## src/hdl/csvs_pkg.sv

```systemverilog
// Shared types and constants for the CSV stream field splitter.
// Depends on nothing; every other file of the block imports it.
package csvs_pkg;

   // Widest header the splitter keeps; later fields are dropped.
   localparam int MAX_COLUMNS  = 256;
   localparam int COUNT_W      = $clog2(MAX_COLUMNS + 1);

   localparam int COLUMN_W     = 8;
   localparam int ROW_W        = 32;
   localparam int PAD_W        = 8;
   localparam int BYTE_W       = 8;

   // Depth of the command queue between the front and back ends.
   localparam int QUEUE_DEPTH  = 4;
   localparam int QUEUE_PTR_W  = $clog2(QUEUE_DEPTH);
   localparam int QUEUE_CNT_W  = $clog2(QUEUE_DEPTH + 1);

   localparam logic [BYTE_W-1:0] CHAR_COMMA = 8'h2C;
   localparam logic [BYTE_W-1:0] CHAR_QUOTE = 8'h22;
   localparam logic [BYTE_W-1:0] CHAR_CR    = 8'h0D;
   localparam logic [BYTE_W-1:0] CHAR_LF    = 8'h0A;

   typedef enum logic [0:0] {
      OP_BYTE = 1'b0,
      OP_END  = 1'b1
   } opcode_type;

   typedef enum logic [1:0] {
      KIND_BYTE      = 2'd0,
      KIND_FIELD_END = 2'd1,
      KIND_ROW_END   = 2'd2,
      KIND_INPUT_END = 2'd3
   } kind_type;

   typedef struct packed {
      opcode_type          opcode;
      logic [BYTE_W-1:0]   data_byte;
   } req_type;

   typedef struct packed {
      kind_type            kind;
      logic [BYTE_W-1:0]   value;
      logic [COLUMN_W-1:0] column;
      logic [ROW_W-1:0]    row_number;
      logic [PAD_W-1:0]    pad_count;
      logic                last;
   } rsp_type;

   // One classified input word: which events it raises and their payload.
   typedef struct packed {
      logic                has_byte;
      logic                has_field_end;
      logic                has_row_end;
      logic                has_input_end;
      logic [BYTE_W-1:0]   value;
      logic [COLUMN_W-1:0] column;
      logic [ROW_W-1:0]    row;
      logic [ROW_W-1:0]    end_row;
      logic [PAD_W-1:0]    pad;
   } cmd_type;

endpackage

```

## src/hdl/csvs_front.sv

```systemverilog
// Front end: accepts input words, tracks quoting and row state, and
// turns each word into at most one command for the queue. Depends on csvs_pkg.
module csvs_front
   import csvs_pkg::*;
(
   input  logic    clock,
   input  logic    reset,
   input  logic    req_valid,
   output logic    req_ready,
   input  req_type req_data,
   input  logic    queue_full,
   output logic    push_valid,
   output cmd_type push_data
);

   logic               inside_quotes_ff, inside_quotes_in;
   logic               quote_pending_ff, quote_pending_in;
   logic               cr_pending_ff,    cr_pending_in;
   logic               field_started_ff, field_started_in;
   logic [COUNT_W-1:0] field_count_ff,   field_count_in;
   logic [COUNT_W-1:0] row_width_ff,     row_width_in;
   logic [ROW_W-1:0]   row_counter_ff,   row_counter_in;

   logic               accept;
   logic [COUNT_W-1:0] limit;
   logic [COUNT_W-1:0] count_after;
   logic [COUNT_W-1:0] pad_diff;
   logic [31:0]        pad_wide;
   logic               plain;
   logic               byte_req;
   logic               field_req;
   logic               row_req;
   logic               end_req;
   logic [BYTE_W-1:0]  c;
   cmd_type            cmd;

   assign accept    = req_valid && !queue_full;
   assign req_ready = !queue_full;
   assign c         = req_data.data_byte;
   assign limit     = (row_width_ff != '0) ? row_width_ff : COUNT_W'(MAX_COLUMNS);

   always_comb begin
      inside_quotes_in = inside_quotes_ff;
      quote_pending_in = quote_pending_ff;
      cr_pending_in    = cr_pending_ff;
      field_started_in = field_started_ff;
      field_count_in   = field_count_ff;
      row_width_in     = row_width_ff;
      row_counter_in   = row_counter_ff;
      plain            = 1'b0;
      byte_req         = 1'b0;
      field_req        = 1'b0;
      row_req          = 1'b0;
      end_req          = 1'b0;
      count_after      = field_count_ff;
      pad_diff         = '0;
      pad_wide         = '0;
      cmd              = '0;

      // Classify the word.
      if (req_data.opcode == OP_BYTE) begin
         if (quote_pending_ff) begin
            quote_pending_in = 1'b0;
            if (c == CHAR_QUOTE) begin
               byte_req = 1'b1;
            end else begin
               inside_quotes_in = 1'b0;
               plain            = 1'b1;
            end
         end else if (inside_quotes_ff) begin
            if (c == CHAR_QUOTE) begin
               quote_pending_in = 1'b1;
            end else begin
               byte_req = 1'b1;
            end
         end else begin
            plain = 1'b1;
         end

         if (plain) begin
            cr_pending_in = 1'b0;
            if (!(cr_pending_ff && c == CHAR_LF)) begin
               if (c == CHAR_QUOTE && !field_started_ff) begin
                  inside_quotes_in = 1'b1;
                  field_started_in = 1'b1;
               end else if (c == CHAR_COMMA) begin
                  field_req = 1'b1;
               end else if (c == CHAR_CR) begin
                  row_req       = 1'b1;
                  cr_pending_in = 1'b1;
               end else if (c == CHAR_LF) begin
                  row_req = 1'b1;
               end else begin
                  byte_req         = 1'b1;
                  field_started_in = 1'b1;
               end
            end
         end
      end else begin
         end_req = 1'b1;
         row_req = field_started_ff || (field_count_ff != '0);
      end

      cmd.value  = c;
      cmd.column = COLUMN_W'(field_count_ff);
      cmd.row    = row_counter_ff;

      if (byte_req) begin
         cmd.has_byte = (field_count_ff < limit);
      end

      if (field_req || row_req) begin
         if (field_count_ff < limit) begin
            cmd.has_field_end = 1'b1;
            count_after       = field_count_ff + COUNT_W'(1);
         end
         field_count_in   = count_after;
         field_started_in = 1'b0;
      end

      if (row_req) begin
         cmd.has_row_end = 1'b1;
         if (row_width_ff == '0) begin
            row_width_in = count_after;
         end else if (count_after < row_width_ff) begin
            pad_diff = row_width_ff - count_after;
            pad_wide = 32'(pad_diff);
            cmd.pad  = (pad_wide > 32'd255) ? '1 : PAD_W'(pad_wide);
         end
         if (row_counter_ff != '1) begin
            row_counter_in = row_counter_ff + ROW_W'(1);
         end
         field_count_in = '0;
      end

      cmd.end_row = row_counter_in;

      // End of input returns the parser to its reset state.
      if (end_req) begin
         cmd.has_input_end = 1'b1;
         inside_quotes_in  = 1'b0;
         quote_pending_in  = 1'b0;
         cr_pending_in     = 1'b0;
         field_started_in  = 1'b0;
         field_count_in    = '0;
         row_width_in      = '0;
         row_counter_in    = '0;
      end
   end

   assign push_data  = cmd;
   assign push_valid = accept && (cmd.has_byte || cmd.has_field_end ||
                                  cmd.has_row_end || cmd.has_input_end);

   always_ff @(posedge clock) begin
      if (reset) begin
         inside_quotes_ff <= 1'b0;
         quote_pending_ff <= 1'b0;
         cr_pending_ff    <= 1'b0;
         field_started_ff <= 1'b0;
         field_count_ff   <= '0;
         row_width_ff     <= '0;
         row_counter_ff   <= '0;
      end else if (accept) begin
         inside_quotes_ff <= inside_quotes_in;
         quote_pending_ff <= quote_pending_in;
         cr_pending_ff    <= cr_pending_in;
         field_started_ff <= field_started_in;
         field_count_ff   <= field_count_in;
         row_width_ff     <= row_width_in;
         row_counter_ff   <= row_counter_in;
      end
   end

endmodule

```

## src/hdl/csvs_queue.sv

```systemverilog
// Short command queue between the front and back ends.
// Depends on csvs_pkg for the command type and the depth.
module csvs_queue
   import csvs_pkg::*;
(
   input  logic    clock,
   input  logic    reset,
   input  logic    push_valid,
   input  cmd_type push_data,
   output logic    full,
   output logic    head_valid,
   output cmd_type head_data,
   input  logic    pop
);

   cmd_type                slot_ff [QUEUE_DEPTH];
   logic [QUEUE_PTR_W-1:0] wr_ptr_ff, wr_ptr_in;
   logic [QUEUE_PTR_W-1:0] rd_ptr_ff, rd_ptr_in;
   logic [QUEUE_CNT_W-1:0] count_ff,  count_in;
   logic                   do_push;
   logic                   do_pop;

   assign full       = (count_ff == QUEUE_CNT_W'(QUEUE_DEPTH));
   assign head_valid = (count_ff != '0);
   assign head_data  = slot_ff[rd_ptr_ff];
   assign do_push    = push_valid && !full;
   assign do_pop     = pop && head_valid;

   always_comb begin
      wr_ptr_in = wr_ptr_ff;
      rd_ptr_in = rd_ptr_ff;
      count_in  = count_ff;
      if (do_push) begin
         wr_ptr_in = (wr_ptr_ff == QUEUE_PTR_W'(QUEUE_DEPTH - 1)) ? '0
                   : wr_ptr_ff + QUEUE_PTR_W'(1);
      end
      if (do_pop) begin
         rd_ptr_in = (rd_ptr_ff == QUEUE_PTR_W'(QUEUE_DEPTH - 1)) ? '0
                   : rd_ptr_ff + QUEUE_PTR_W'(1);
      end
      if (do_push && !do_pop) begin
         count_in = count_ff + QUEUE_CNT_W'(1);
      end else if (do_pop && !do_push) begin
         count_in = count_ff - QUEUE_CNT_W'(1);
      end
   end

   always_ff @(posedge clock) begin
      if (reset) begin
         wr_ptr_ff <= '0;
         rd_ptr_ff <= '0;
         count_ff  <= '0;
      end else begin
         wr_ptr_ff <= wr_ptr_in;
         rd_ptr_ff <= rd_ptr_in;
         count_ff  <= count_in;
      end
   end

   always_ff @(posedge clock) begin
      if (do_push) begin
         slot_ff[wr_ptr_ff] <= push_data;
      end
   end

endmodule

```

## src/hdl/csvs_back.sv

```systemverilog
// Back end: expands the command at the queue head into result words,
// one per cycle while the receiver is ready, into the output register. Depends on csvs_pkg.
module csvs_back
   import csvs_pkg::*;
(
   input  logic    clock,
   input  logic    reset,
   input  logic    head_valid,
   input  cmd_type head_data,
   output logic    pop,
   output logic    rsp_valid,
   input  logic    rsp_ready,
   output rsp_type rsp_data
);

   // Events of the head command already sent, in order byte, field end,
   // row end, input end.
   logic [3:0] done_ff,      done_in;
   logic       rsp_valid_ff, rsp_valid_in;
   rsp_type    rsp_ff,       rsp_in;
   logic [3:0] remaining;
   logic [3:0] pick;
   logic       load;
   logic       final_event;

   assign load      = !rsp_valid_ff || rsp_ready;
   assign remaining = {head_data.has_input_end, head_data.has_row_end,
                       head_data.has_field_end, head_data.has_byte} & ~done_ff;
   assign pick        = remaining & (~remaining + 4'd1);
   assign final_event = ((remaining & ~pick) == 4'd0);

   always_comb begin
      done_in      = done_ff;
      rsp_valid_in = rsp_valid_ff;
      rsp_in       = rsp_ff;
      pop          = 1'b0;
      if (load) begin
         rsp_valid_in = head_valid;
         if (head_valid) begin
            rsp_in = '0;
            if (pick[0]) begin
               rsp_in.kind   = KIND_BYTE;
               rsp_in.value  = head_data.value;
               rsp_in.column = head_data.column;
               rsp_in.row_number = head_data.row;
            end else if (pick[1]) begin
               rsp_in.kind   = KIND_FIELD_END;
               rsp_in.column = head_data.column;
               rsp_in.row_number = head_data.row;
            end else if (pick[2]) begin
               rsp_in.kind      = KIND_ROW_END;
               rsp_in.row_number = head_data.row;
               rsp_in.pad_count = head_data.pad;
            end else begin
               rsp_in.kind      = KIND_INPUT_END;
               rsp_in.row_number = head_data.end_row;
            end
            rsp_in.last = final_event;
            if (final_event) begin
               pop     = 1'b1;
               done_in = '0;
            end else begin
               done_in = done_ff | pick;
            end
         end
      end
   end

   always_ff @(posedge clock) begin
      if (reset) begin
         done_ff      <= '0;
         rsp_valid_ff <= 1'b0;
      end else begin
         done_ff      <= done_in;
         rsp_valid_ff <= rsp_valid_in;
      end
   end

   always_ff @(posedge clock) begin
      rsp_ff <= rsp_in;
   end

   assign rsp_valid = rsp_valid_ff;
   assign rsp_data  = rsp_ff;

endmodule

```

## src/hdl/csv_stream_field_splitter.sv

```systemverilog
// Top level of the CSV stream field splitter.
// Depends on csvs_pkg, csvs_front, csvs_queue and csvs_back.
//
// The request channel takes one word per cycle while ready: either one
// text byte or an end-of-input marker. The response channel returns the
// events each word causes: field bytes, end of field, end of row (with the
// number of pad fields a short row needs) and end of input (with the row
// total). A word causes zero to three events; its last event is marked.
//
// The front end accepts a word in every cycle in which the command queue
// has room, updates the quote, CR and row state at once and pushes at most
// one command. The back end turns the head command into events through
// an output register. A word's command passes the queue and that register
// before its first event is presented. Throughput is one event per cycle
// while the receiver is ready, so words with one event or none flow at one
// per cycle; a word with two or three events holds the back end until all
// are out; the four-command queue absorbs bursts before requests stall.
//
// When the receiver stalls, the output register holds its word, the queue
// fills and the request ready drops only once the queue is full. Reset
// empties the queue and output register and returns the parser to the
// start of a document: no header seen, row zero, outside quotes.
module csv_stream_field_splitter
   import csvs_pkg::*;
(
   input  logic    clock,
   input  logic    reset,
   input  logic    req_valid,
   output logic    req_ready,
   input  req_type req_data,
   output logic    rsp_valid,
   input  logic    rsp_ready,
   output rsp_type rsp_data
);

   logic    push_valid;
   cmd_type push_data;
   logic    queue_full;
   logic    head_valid;
   cmd_type head_data;
   logic    pop;

   // Classification and parser state.
   csvs_front u_front (
      .clock      (clock),
      .reset      (reset),
      .req_valid  (req_valid),
      .req_ready  (req_ready),
      .req_data   (req_data),
      .queue_full (queue_full),
      .push_valid (push_valid),
      .push_data  (push_data)
   );

   // Decouples the front end from stalls on the response side.
   csvs_queue u_queue (
      .clock      (clock),
      .reset      (reset),
      .push_valid (push_valid),
      .push_data  (push_data),
      .full       (queue_full),
      .head_valid (head_valid),
      .head_data  (head_data),
      .pop        (pop)
   );

   // Event expansion and the output register.
   csvs_back u_back (
      .clock      (clock),
      .reset      (reset),
      .head_valid (head_valid),
      .head_data  (head_data),
      .pop        (pop),
      .rsp_valid  (rsp_valid),
      .rsp_ready  (rsp_ready),
      .rsp_data   (rsp_data)
   );

endmodule
```

## config.mk

```make
export PLATFORM = sky130hd
export DESIGN_NAME = csv_stream_field_splitter
export DESIGN_NICKNAME = d
export VERILOG_FILES = /design/src/hdl/csvs_pkg.sv /design/src/hdl/csvs_front.sv /design/src/hdl/csvs_queue.sv /design/src/hdl/csvs_back.sv /design/src/hdl/csv_stream_field_splitter.sv
export SDC_FILE = /design/constraint.sdc
export NUM_CORES = 1
export LEC_CHECK = 0
export BUFFER_PORTS_ARGS = -buffer_cell sky130_fd_sc_hd__buf_4
export CAP_MARGIN = 20
export CORE_AREA = 2 2 279 281
export CTS_BUF_LIST = sky130_fd_sc_hd__clkbuf_4
export CTS_CLUSTER_SIZE = 25
export DETAILED_ROUTE_END_ITERATION = 10
export DIE_AREA = 0 0 281 283
export PLACE_DENSITY = 0.39
export SETUP_SLACK_MARGIN = 0.05
export SLEW_MARGIN = 20
export SYNTH_ARGS = -nofsm -noshare
export SYNTH_HDL_FRONTEND = slang
export SYNTH_SLANG_ARGS = --single-unit
```

## constraint.sdc

```tcl
create_clock -name clock -period 6 [get_ports clock]
set_input_delay 0.3 -clock clock [delete_from_list [all_inputs] [get_ports clock]]
set_output_delay 0.3 -clock clock [all_outputs]
set_load 0.05 [all_outputs]
```

Yosys cells after proc, flatten, opt, wreduce, memory -nomap -nowiden
Memory sizes are Yosys's and may differ from the RTL's. A register that Yosys moved wholly into a read port is not among the register bits. Index checks and enable logic that the tools add are counted.

Bits in registers: 125. Memory bits (writable): 368. Input bits: 13. Output and inout bits: 61. Logic and storage cells: 173. Memories kept: 1.

Memories: u_queue.slot_ff (words 4, width 92, rd ports 1, clocked after Yosys merged registers in 1, write ports 1, line csvs_queue.sv:16) `cmd_type slot_ff [QUEUE_DEPTH];`.

Add/subtract/negate cells: 8. Order comparisons: 3. Equality and inequality tests: 12. Muxes and demuxes: 87. Bitwise logic cells: 8. Reductions and logical operators: 35.

Operators by type and width (count): 2-to-1 mux 32 bit (5); 2-to-1 mux 9 bit (8); 2-to-1 mux 1 bit (61); 2-to-1 mux 40 bit (1); 2-to-1 mux 8 bit (5); adder 32 x 1 -> 32 bit, second input constant (1); inequality test 32 bit, second input constant (1); < comparator 9 bit (2); nonzero test 9 bit (2); equality test 8 x 4 -> 1 bit, second input constant (2); equality test 8 x 6 -> 1 bit, second input constant (2); bitwise AND 4 bit (3); NOT 4 bit (3); adder 9 x 1 -> 9 bit, second input constant (1); > comparator 9 x 8 -> 1 bit, second input constant (1); logical NOT 9 bit (1); subtractor 9 bit (1); logical AND 1 bit (8); 2-to-1 mux 2 bit (4); inequality test 4 x 3 -> 1 bit, second input constant (2); nonzero test 2 bit (4); logical OR 1 bit (6); 2-to-1 mux 3 bit (2); AND reduction 6 bit (1); 18 further kinds (26).

Depth between registers and ports, before layout
Gate-level depths: netlist of the first run.

Depth after elaboration: 21. Depth in mapped cells: 18. Mapped depth without buffers: 18.

By module
From an unflattened synthesis of the first run, not the netlist that was laid out.

Cell total of the unflattened synthesis: 1324. Area, all modules: 20828.7 µm².

By module, submodules not included: csvs_queue (instances 1, cells an instance 530, area an instance 13780.7 µm², sequential area each 11230.8 µm²); csvs_front (instances 1, cells an instance 574, area an instance 4441.8 µm², sequential area each 1081.0 µm²); csvs_back (instances 1, cells an instance 220, area an instance 2606.2 µm², sequential area each 1871.8 µm²).

Least setup slack after synthesis of the first run
No wires, ideal clock.

Path type: reg2reg. Start point: register u_back.rsp_valid_ff, in the netlist u_back.rsp_valid. End point: register u_queue.count_ff[2]. Setup time: 71 ps. Data arrival time: 5089 ps. Data required time: 5929 ps. Setup slack: 840 ps. Cell stages (with the launch flop): 11. Buffers on the path: 1. Period minus slack after synthesis: 5160 ps. Path through: dfxtp_1 > a21oi_1 > and2_1 > buf_2 > inv_1 > ha_1 > inv_1 > fa_1 > xor2_1 > or3_1 > a21oi_1.

Word-level cells in the longest chain between the ends: 7. Elaborated cells between the ends (all ways): 9. Those cells by class: mux (2); reduce/logical (7).

Ends and longest elaborated chain: from (decl) (line csvs_back.sv:19) `logic rsp_valid_ff, rsp_valid_in;`; from (signal assigned) (line csvs_back.sv:75) `rsp_valid_ff <= rsp_valid_in;`; logical NOT 1 bit * (line csvs_back.sv:26) `assign load = !rsp_valid_ff || rsp_ready;`; logical OR 1 bit * (line csvs_back.sv:26); 2-to-1 mux 1 bit * (line csvs_back.sv:37) `if (load) begin`; logical AND 1 bit * (line csvs_queue.sv:27) `assign do_pop = pop && head_valid;`; logical NOT 1 bit (line csvs_queue.sv:41) `if (do_push && !do_pop) begin`; logical AND 1 bit (line csvs_queue.sv:41); 2-to-1 mux 3 bit / nonzero test 2 bit (equally long branches); to (signal assigned) (line csvs_queue.sv:56) `count_ff <= count_in;`; to (decl) (line csvs_queue.sv:19) `logic [QUEUE_CNT_W-1:0] count_ff, count_in;`.

Mark *: on every way between the ends. The rest lies on a longest branch, timed or not. A chain may end at the register's enable or synchronous reset.

==> results.toml, run 1 <==
[setup_path]
path_class = "register to register"
worstPathRequired_ps = 6730
startpoint_type = "register"
critPathCaptureType = "register"
path_max_fanout = 8
worstPathArrival_ps = 5570

[logic_synthesis]
synth.distinct_cells = 67
avgSynthCellArea_um2 = 16.61
synth.top_cells.by_area = "edfxtp_1 63%, mux4_2 10%, dfxtp_1 6.7%"
syn_nets = 1272
yosys-top-cells-count = "427 x edfxtp_1, 92 x mux4_2, 68 x dfxtp_1"
netlist_instances = 1231
synth.most_common_cell = "edfxtp_1"
synth_top_cell_area_share_pct = 62.73
ys_seq_area_share_pct = 69.39
yosysWarnings = 0
synth-edff-count = 427
synth_seq_cells = 495
synth_flop_cell = "edfxtp_1"
synthesis.area_um2 = 20440
synth_top_area_cell = "edfxtp_1"
synthArstFlopShare_pct = 0

[floorplanning]
die_h_um = 283
fp.dieArea_um2 = 79520
dieWidth_um = 281
core_um2 = 76700
rows = 102
num_io_pins = 74
start_util_pct = 26.65

[place]
hpwl_um = 29470
place.gp.congestion = 0.7404
io_buffers = 73

[clocking]
post-cts-setup-buffers = 0
cts_max_path_buffers = 3
clock_sinks = 495
cts_tree = "yes"
clk_latency_ps = 950
cts_buffers = 144
htree_levels = 4
cts_root_buf = "clkbuf_4"
path_clk_slew_ps = 60

[global_route]
grt_use_met1_pct = 15.92
grt.busiest_layer = "met2"
track_usage_pct = 12.87
use_met3_pct = 3.422
first_global_vias = 12380
grt.met2_usage_pct = 21.28
grt_max_degree = 63
grt_pass1_wl_um = 76270
antenna_found_initial = 2
grt-ovfl-total = 0

[sta]
tightestPinTransition_ps = 1058
setup_tns_ps = 0
rsz0062_at_grt = "no"
hold_viol_final = 0
fmax_mhz = 207.0
finalSetupViolCount = 0
holdWs_ps = 133.8
min_period_ps = 4832
min_period_over_period_pct = 80.53
maxSlewViolCount = 0
skew_ps = 51.31
relSlewSlack_pct = 29.26

[finish]
nNetsFinal = 1466
drive_above_1_share_pct = 30.07
area_growth_pct = 18.54
fillers = 7631

[detailed_routing]
via_count = 11652
ant_nets = 0
routed_wirelength_um = 49740
drtIter0Drc = 704
wl_per_cell_um = 19.20
detail_route.first_pass.iterations = 5
drc = 0
viasPerCell = 4.499

[power]
leakagePower_uw = 0.008183
pwr_density_cell_nw_per_um2 = 450.3
ir_drop_uv = 254.0

[status]
outcome = "finished clean"

[worst_hold_path]
hold_class = "input pin to register"

[run]
drv_cap = 0
## per-layer routing
layer	wire length, um	up-vias
met3	2094	96
met1	21720	5907
met2	24920	257
met4	992	0
li1	-	5392
met5	0	-
## where the power goes
part	total (uW)	internal, uW	switching, uW
Sequential	4590	4360	227
Combinational	3170	1240	1940
Clock	3150	1670	1480
## flip-flops by register name (all words and copies together), names as in the netlist, named ones only
register and flops:
u_back.rsp_data 59, u_front.cr_pending_ff 1, u_front.quote_pending_ff 1, u_back.rsp_valid 1, u_back.done_ff 4, u_front.field_started_ff 1, u_queue.rd_ptr_ff 2, u_front.field_count_ff 9
u_queue.slot_ff 368, u_front.row_counter_ff 32, u_front.row_width_ff 9, u_front.inside_quotes_ff 1, u_queue.wr_ptr_ff 2, u_queue.count_ff 3
## critical path: stages (launching register included)
cell and delay (ps):
dfxtp_1 370, nor4_1 400, a21oi_1 140, ha_1 340, a21oi_1 160, o211ai_1 110, or2_2 330, a21oi_1 460
xnor2_1 240, ha_1 230, inv_1 50, fa_1 390, a21o_1 170, a21oi_1 270, o22ai_1 110, nor2_1 130
xnor2_1 360, nor2_1 120, nor2_1 250
## per-stage QoR
step                cells  cell area (um^2)  power, uW  setup slack [ps]  utilization (%)
detailed placement   2305             22230       7953              1165            28.98
global placement     2305             22230       7955              1284            28.98
CTS                  2583             24210      11210              1077            31.57
global route         2590             24230      11570             648.5            31.59
finish               2590             24230      10910              1168            31.59
floorplan            1231             20440       6969             840.3                -
## kinds of logic (layout without fill, tap and decap cells)
family / count (synthesis) / in the layout / share of synthesized area (%)
AO/OA/AOI/OAI: 161 / 161 / 4.713
XOR/XNOR: 48 / 48 / 2.057
adder cells (fa/ha/maj): 29 / 29 / 1.836
buffers and inverters: 92 / 404 / 2.002
flip-flops: 495 / 495 / 69.39
multiplexers: 130 / 130 / 12.21
other: 0 / 7 / 0
AND/OR/NAND/NOR: 276 / 276 / 7.798
## worst paths after layout
kind,depth (start not counted),slack (ps),startpoint,to
setup / recovery,18,1170,u_front.row_width_ff[1],u_queue.slot_ff[1][6]
hold / removal,2,130,req_data[4],u_queue.slot_ff[3][84]
setup reg to reg,18,1170,u_front.row_width_ff[1],u_queue.slot_ff[1][6]
hold reg to reg,2,510,u_front.row_width_ff[3],u_front.row_width_ff[3]
## area by class of cell
cell class | count | area, um^2 | area share [%]
multi-input cells | 644 | 5877 | 24.25
repair buffers | 106 | 868.3 | 3.584
flip-flops and latches | 495 | 14190 | 58.57
inverters | 34 | 127.6 | 0.5267
clock inverters | 59 | 309.0 | 1.275
diodes | 7 | 17.52 | 0.07229
clock buffers | 205 | 1539 | 6.351
well taps | 1040 | 1301 | 5.370
## cell usage in the layout (no fill, tap or decap), types with 6 or more instances in the layout
master	count
a21oi_1	53
a31oi_1	23
and2_1	7
and3_1	26
buf_4	89
clkbuf_4	205
clkinv_1	39
dfxtp_1	66
diode_2	7
dlygate4sd3_1	14
edfxtp_1	427
ha_1	26
inv_1	34
inv_2	6
mux2_2	34
mux4_2	92
nand2_1	40
nand2b_1	11
nand3_1	16
nand4_1	23
nor2_1	48
nor2b_1	19
nor3_1	15
nor4_1	7
o21ai_0	46
or3_1	29
xnor2_1	35
xor2_1	13
## timing repair
action | CTS | global route
hold buffers | 14 | 0
endpoints found under the hold margin | 85 | 0
gates resized for setup | 0 | 0
No activity file was read; power rests on OpenSTA's default activity.
==> run 2: changes to the inputs <==
--- a/config.mk
+++ b/config.mk
@@ -12,7 +12,7 @@
 export CTS_CLUSTER_SIZE = 25
 export DETAILED_ROUTE_END_ITERATION = 10
 export DIE_AREA = 0 0 281 283
-export PLACE_DENSITY = 0.39
+export PLACE_DENSITY = 0.4
 export SETUP_SLACK_MARGIN = 0.05
 export SLEW_MARGIN = 20
 export SYNTH_ARGS = -nofsm -noshare
==> constraint.sdc (replaced) <==
create_clock -name clock -period 4.2 [get_ports clock]
set_input_delay 0.21 -clock clock [delete_from_list [all_inputs] [get_ports clock]]
set_output_delay 0.21 -clock clock [all_outputs]
set_load 0.05 [all_outputs]
==> results.toml, run 2 (synthesized netlist as in run 1, its figures left out) <==
[detailed_routing]
drc = 0
routed_wirelength_um = 50010
viasPerCell = 4.501
wl_per_cell_um = 19.01
drtIter0Drc = 745
ant_nets = 0
detail_route.first_pass.iterations = 5
via_count = 11841

[sta]
fmax_mhz = 254.1
min_period_over_period_pct = 93.72
maxSlewViolCount = 0
hold_viol_final = 0
tightestPinTransition_ps = 1006
min_period_ps = 3936
holdWs_ps = 309.0
setup_tns_ps = 0
finalSetupViolCount = 0
relSlewSlack_pct = 32.40
final.setup.worst_slack_ps = 263.9
skew_ps = 59.66

[setup_path]
worstPathArrival_ps = 4710
worstPathRequired_ps = 4970
startpoint_type = "register"
critPathCaptureType = "register"
path_class = "register to register"
path_max_fanout = 4

[finish]
layout_commonest_cell = "edfxtp_1"
layout_common_cells = "427 x edfxtp_1, 223 x clkbuf_4, 121 x buf_4"
largest_register_ffs = 368
final_area_um2 = 24850
fillers = 7547
regMostFlops = "u_queue.slot_ff"
drive_above_1_share_pct = 33.63
nNetsFinal = 1515
area_growth_pct = 21.58

[place]
pre_cts_ws_ps = 7.857
hpwl_um = 29890
place.gp.congestion = 0.7562
io_buffers = 73
place_area_um2 = 22600

[status]
outcome = "finished clean"

[floorplanning]
start_util_pct = 26.65
core_um2 = 76700
die_h_um = 283
dieWidth_um = 281
num_io_pins = 74
rows = 102
fp.dieArea_um2 = 79520

[global_route]
grt-ovfl-total = 0
first_global_vias = 12715
antenna_found_initial = 3
grt_pass1_wl_um = 76770
track_usage_pct = 12.85
grt_max_degree = 65

[clocking]
path_clk_slew_ps = 60
cts_root_buf = "clkbuf_4"
cts_max_path_buffers = 3
clock_sinks = 495
cts_buffers = 145
htree_levels = 4
cts_tree = "yes"
clk_latency_ps = 950

[run]
drv_cap = 0

[power]
pwr_density_cell_nw_per_um2 = 640.1
leakagePower_uw = 0.008522
power_uw = 15910
ir_drop_uv = 381.1

[worst_hold_path]
hold_class = "input pin to register"
## run 2: changes by cell type in the layout (fill, tap and decap cells not counted), sizes merged
cell / before / now
clkinv: 45 / 29
diode: 7 / 3
clkbuf: 205 / 223
dlygate4sd3: 14 / 23
inv: 41 / 38
clkinvlp: 5 / 2
bufinv: 2 / 3
buf: 92 / 131
## run 2: repair_timing
item,4_1_cts,5_1_grt
setup endpoints to repair,8,32
pin swaps,0,6
gates cloned,0,0
resized for setup,2,15
endpoints found under the hold margin,106,0
setup buffers,0,1
hold buffers,23,0
## run 2: layout make-up
| type | count | area (um^2) | area share (%) |
|---|---|---|---|
| antenna | 3 | 7.507 | 0.03021 |
| clock buffer | 223 | 1674 | 6.737 |
| clock inverter | 38 | 272.8 | 1.098 |
| inverter | 34 | 127.6 | 0.5135 |
| multi-input combinational | 644 | 5938 | 23.89 |
| sequential | 495 | 14190 | 57.10 |
| tap | 1040 | 1301 | 5.236 |
| timing repair buffer | 154 | 1339 | 5.387 |
## run 2: worst max-delay path: stages (launching register included)
cell	delay, ps
dfxtp_1	320
nor4_2	340
a21oi_1	110
ha_1	330
a21oi_1	150
o211ai_1	120
or2_2	320
a21oi_2	200
xnor2_2	150
ha_2	210
inv_1	50
fa_1	380
a21o_1	180
a21oi_2	170
o22ai_1	80
nor2_1	120
xnor2_1	150
buf_4	160
nor2_1	50
nor2_2	190
## run 2: where the power goes
| group | total [uW] | switching (uW) | internal [uW] |
|---|---|---|---|
| clock | 4730 | 2110 | 2620 |
| combinational | 4730 | 2890 | 1840 |
| sequential | 6450 | 225 | 6230 |
| total | 15900 | 5230 | 10700 |
## run 2: final timing paths
path                                              start                        to  slack (ps)  cells after the start
worst max-delay path            u_front.row_width_ff[5]     u_queue.slot_ff[1][3]         260                     19
worst min-delay path                        req_data[8]  u_front.field_started_ff         310                      5
worst max register to register  u_front.row_width_ff[5]     u_queue.slot_ff[1][3]         260                     19
worst min register to register    u_front.cr_pending_ff     u_front.cr_pending_ff         500                      2
## run 2: metrics by stage
stage | instances | util (%)
global route | 2630 | 32.40
CTS | 2627 | 32.31
finish | 2631 | 32.40
floorplan | 1231 | -
detailed placement | 2343 | 29.47
global placement | 2343 | 29.47
## run 2: metal layers
metal,up-vias,part of all wire (%),track usage [%],routed length [um]
li1,5478,-,-,-
met1,6044,44,15.81,21880
met2,239,50,21.19,24930
met3,80,4.4,3.801,2219
met4,0,2.0,4.933,976
met5,-,0,0,0
==> run 3: changes to the inputs <==
--- a/config.mk
+++ b/config.mk
@@ -8,7 +8,6 @@
 export BUFFER_PORTS_ARGS = -buffer_cell sky130_fd_sc_hd__buf_4
 export CAP_MARGIN = 20
 export CORE_AREA = 2 2 279 281
-export CTS_BUF_LIST = sky130_fd_sc_hd__clkbuf_4
 export CTS_CLUSTER_SIZE = 25
 export DETAILED_ROUTE_END_ITERATION = 10
 export DIE_AREA = 0 0 281 283
==> results.toml, run 3 (synthesized netlist as in run 1, its figures left out) <==
[finish]
fillers = 7475
area_growth_pct = 20.32
layout_commonest_cell = "edfxtp_1"
drive_above_1_share_pct = 26.71
largest_register_ffs = 368
nNetsFinal = 1410
layout_common_cells = "427 x edfxtp_1, 120 x buf_4, 92 x mux4_2"
regArea_um2 = 14190
regMostFlops = "u_queue.slot_ff"
multi_input_area_um2 = 5954

[worst_hold_path]
hold_class = "input pin to register"

[floorplanning]
dieWidth_um = 281
num_io_pins = 74
core_um2 = 76700
die_h_um = 283
fp.dieArea_um2 = 79520
rows = 102
start_util_pct = 26.65

[detailed_routing]
viasPerCell = 4.573
routed_wirelength_um = 48750
drtIter0Drc = 747
detail_route.first_pass.iterations = 5
drc = 0
wl_per_cell_um = 19.85
via_count = 11232
ant_nets = 0

[place]
place.gp.congestion = 0.7562
io_buffers = 73
pre_cts_ws_ps = 7.857
hpwl_um = 29890

[power]
ir_drop_uv = 382.7
pwr_density_cell_nw_per_um2 = 649.0
switching_share_pct = 31.66
seqPwrFrac_pct = 40.4
clkPwrFrac_pct = 30.1
switchingPower_uw = 5054
leakagePower_uw = 0.008198
intPower_uw = 10910
comb_power_share_pct = 29.4

[run]
drv_cap = 0

[global_route]
antenna_found_initial = 2
grt-ovfl-total = 0
grt_pass1_wl_um = 74830
grt.met2_usage_pct = 21.01
use_met3_pct = 2.243
track_usage_pct = 12.34
grt.busiest_layer = "met2"
grt_use_met1_pct = 16.18
first_global_vias = 11878
grt_max_degree = 65

[status]
outcome = "finished clean"

[sta]
tightestPinTransition_ps = 989.8
hold_viol_final = 0
maxSlewViolCount = 0
min_period_over_period_pct = 92.11
finalSetupViolCount = 0
skew_ps = 20.66
min_period_ps = 3869
final.setup.worst_slack_ps = 331.5
relSlewSlack_pct = 33.52
rsz0062_at_grt = "no"
fmax_mhz = 258.5
setup_tns_ps = 0

[setup_path]
slowest_delay_ps = 380
critPathTopFamily = "simple AND/OR/NAND/NOR gates"
crit_buf_inv = 2
worstPathRequired_ps = 4630
critPathCaptureType = "register"
cp_cell_sequence = "nor4_2 -> a21oi_1 -> ha_1 -> a21oi_1 -> o211ai_1 -> or2_2 -> a21oi_4 -> xnor2_2 -> ha_2 -> inv_1 -> fa_1 -> a21o_1 -> a21oi_2 -> o22ai_1 -> nor2_1 -> xnor2_1 -> buf_4 -> nor2_1 -> nor2_2"
slowest_stage = "fa_1"
path_max_fanout = 4
startpoint_type = "register"
worstPathArrival_ps = 4300
path_class = "register to register"

[clocking]
htree_levels = 2
clk_latency_ps = 600
cts_tree = "yes"
path_clk_slew_ps = 60
cts_max_path_buffers = 3
clock_sinks = 495
post-cts-setup-buffers = 0
cts_buffers = 54
cts_root_buf = "clkbuf_16"
[run 3: per-layer routing]
layer,vias to the layer above,wire [um]
li1,5155,-
met1,5835,21720
met2,171,24280
met3,69,1849
met4,2,886
met5,-,13
[run 3: timing repair]
action                                  CTS  global route
endpoints found under the hold margin    34             0
hold buffers                             10             0
cloned                                    0             0
endpoints found under the setup margin   26            32
pin swaps                                 0             4
gates resized for setup                   3            15
[run 3: worst reg2reg max path, cell delays in order, from the launching register on]
cell,delay (ps)
dfxtp_1,320
nor4_2,300
a21oi_1,110
ha_1,330
a21oi_1,150
o211ai_1,120
or2_2,330
a21oi_4,170
xnor2_2,150
ha_2,210
inv_1,50
fa_1,380
a21o_1,180
a21oi_2,170
o22ai_1,80
nor2_1,120
xnor2_1,150
buf_4,160
nor2_1,50
nor2_2,190
[run 3: power groups by stage]
stage / Combinational [uW] / Clock (uW) / Sequential, uW
after floorplan: 2330 / 0 / 7590
after CTS: 4870 / 4980 / 6480
after detailed placement: 4840 / 0 / 6580
after global placement: 4850 / 0 / 6570
after global routing: 5040 / 5170 / 6540
final: 4700 / 4810 / 6450
[run 3: final cells by class]
| class | instances | area share (%) |
|---|---|---|
| well taps | 1040 | 5.291 |
| clock inverters | 27 | 1.160 |
| multi-input cells | 644 | 24.21 |
| diodes | 1 | 0.01017 |
| inverters | 34 | 0.5189 |
| clock buffers | 75 | 6.227 |
| flip-flops and latches | 495 | 57.70 |
| repair buffers | 140 | 4.884 |
[run 3: through the flow]
| step | hold WS (ps) | area [um^2] | std cells | utilization, % | total power, uW |
|---|---|---|---|---|---|
| floorplan | 308.9 | 20450 | 1231 | - | 9922 |
| global placement | 435.7 | 22600 | 2343 | 29.47 | 11420 |
| detailed placement | 436.0 | 22600 | 2343 | 29.47 | 11420 |
| CTS | 83.06 | 24530 | 2455 | 31.98 | 16340 |
| global route | 105.4 | 24590 | 2455 | 32.06 | 16750 |
| finish | 125.1 | 24590 | 2456 | 32.07 | 15960 |
[run 3: path summary, 6_finish.rpt]
check | from | to | slack, ps | cells past startpoint
hold / removal | reset | u_front.inside_quotes_ff | 130 | 2
setup / recovery | u_front.row_width_ff[2] | u_queue.slot_ff[2][3] | 330 | 19
setup reg to reg | u_front.row_width_ff[2] | u_queue.slot_ff[2][3] | 330 | 19
hold reg to reg | u_front.cr_pending_ff | u_front.cr_pending_ff | 500 | 2
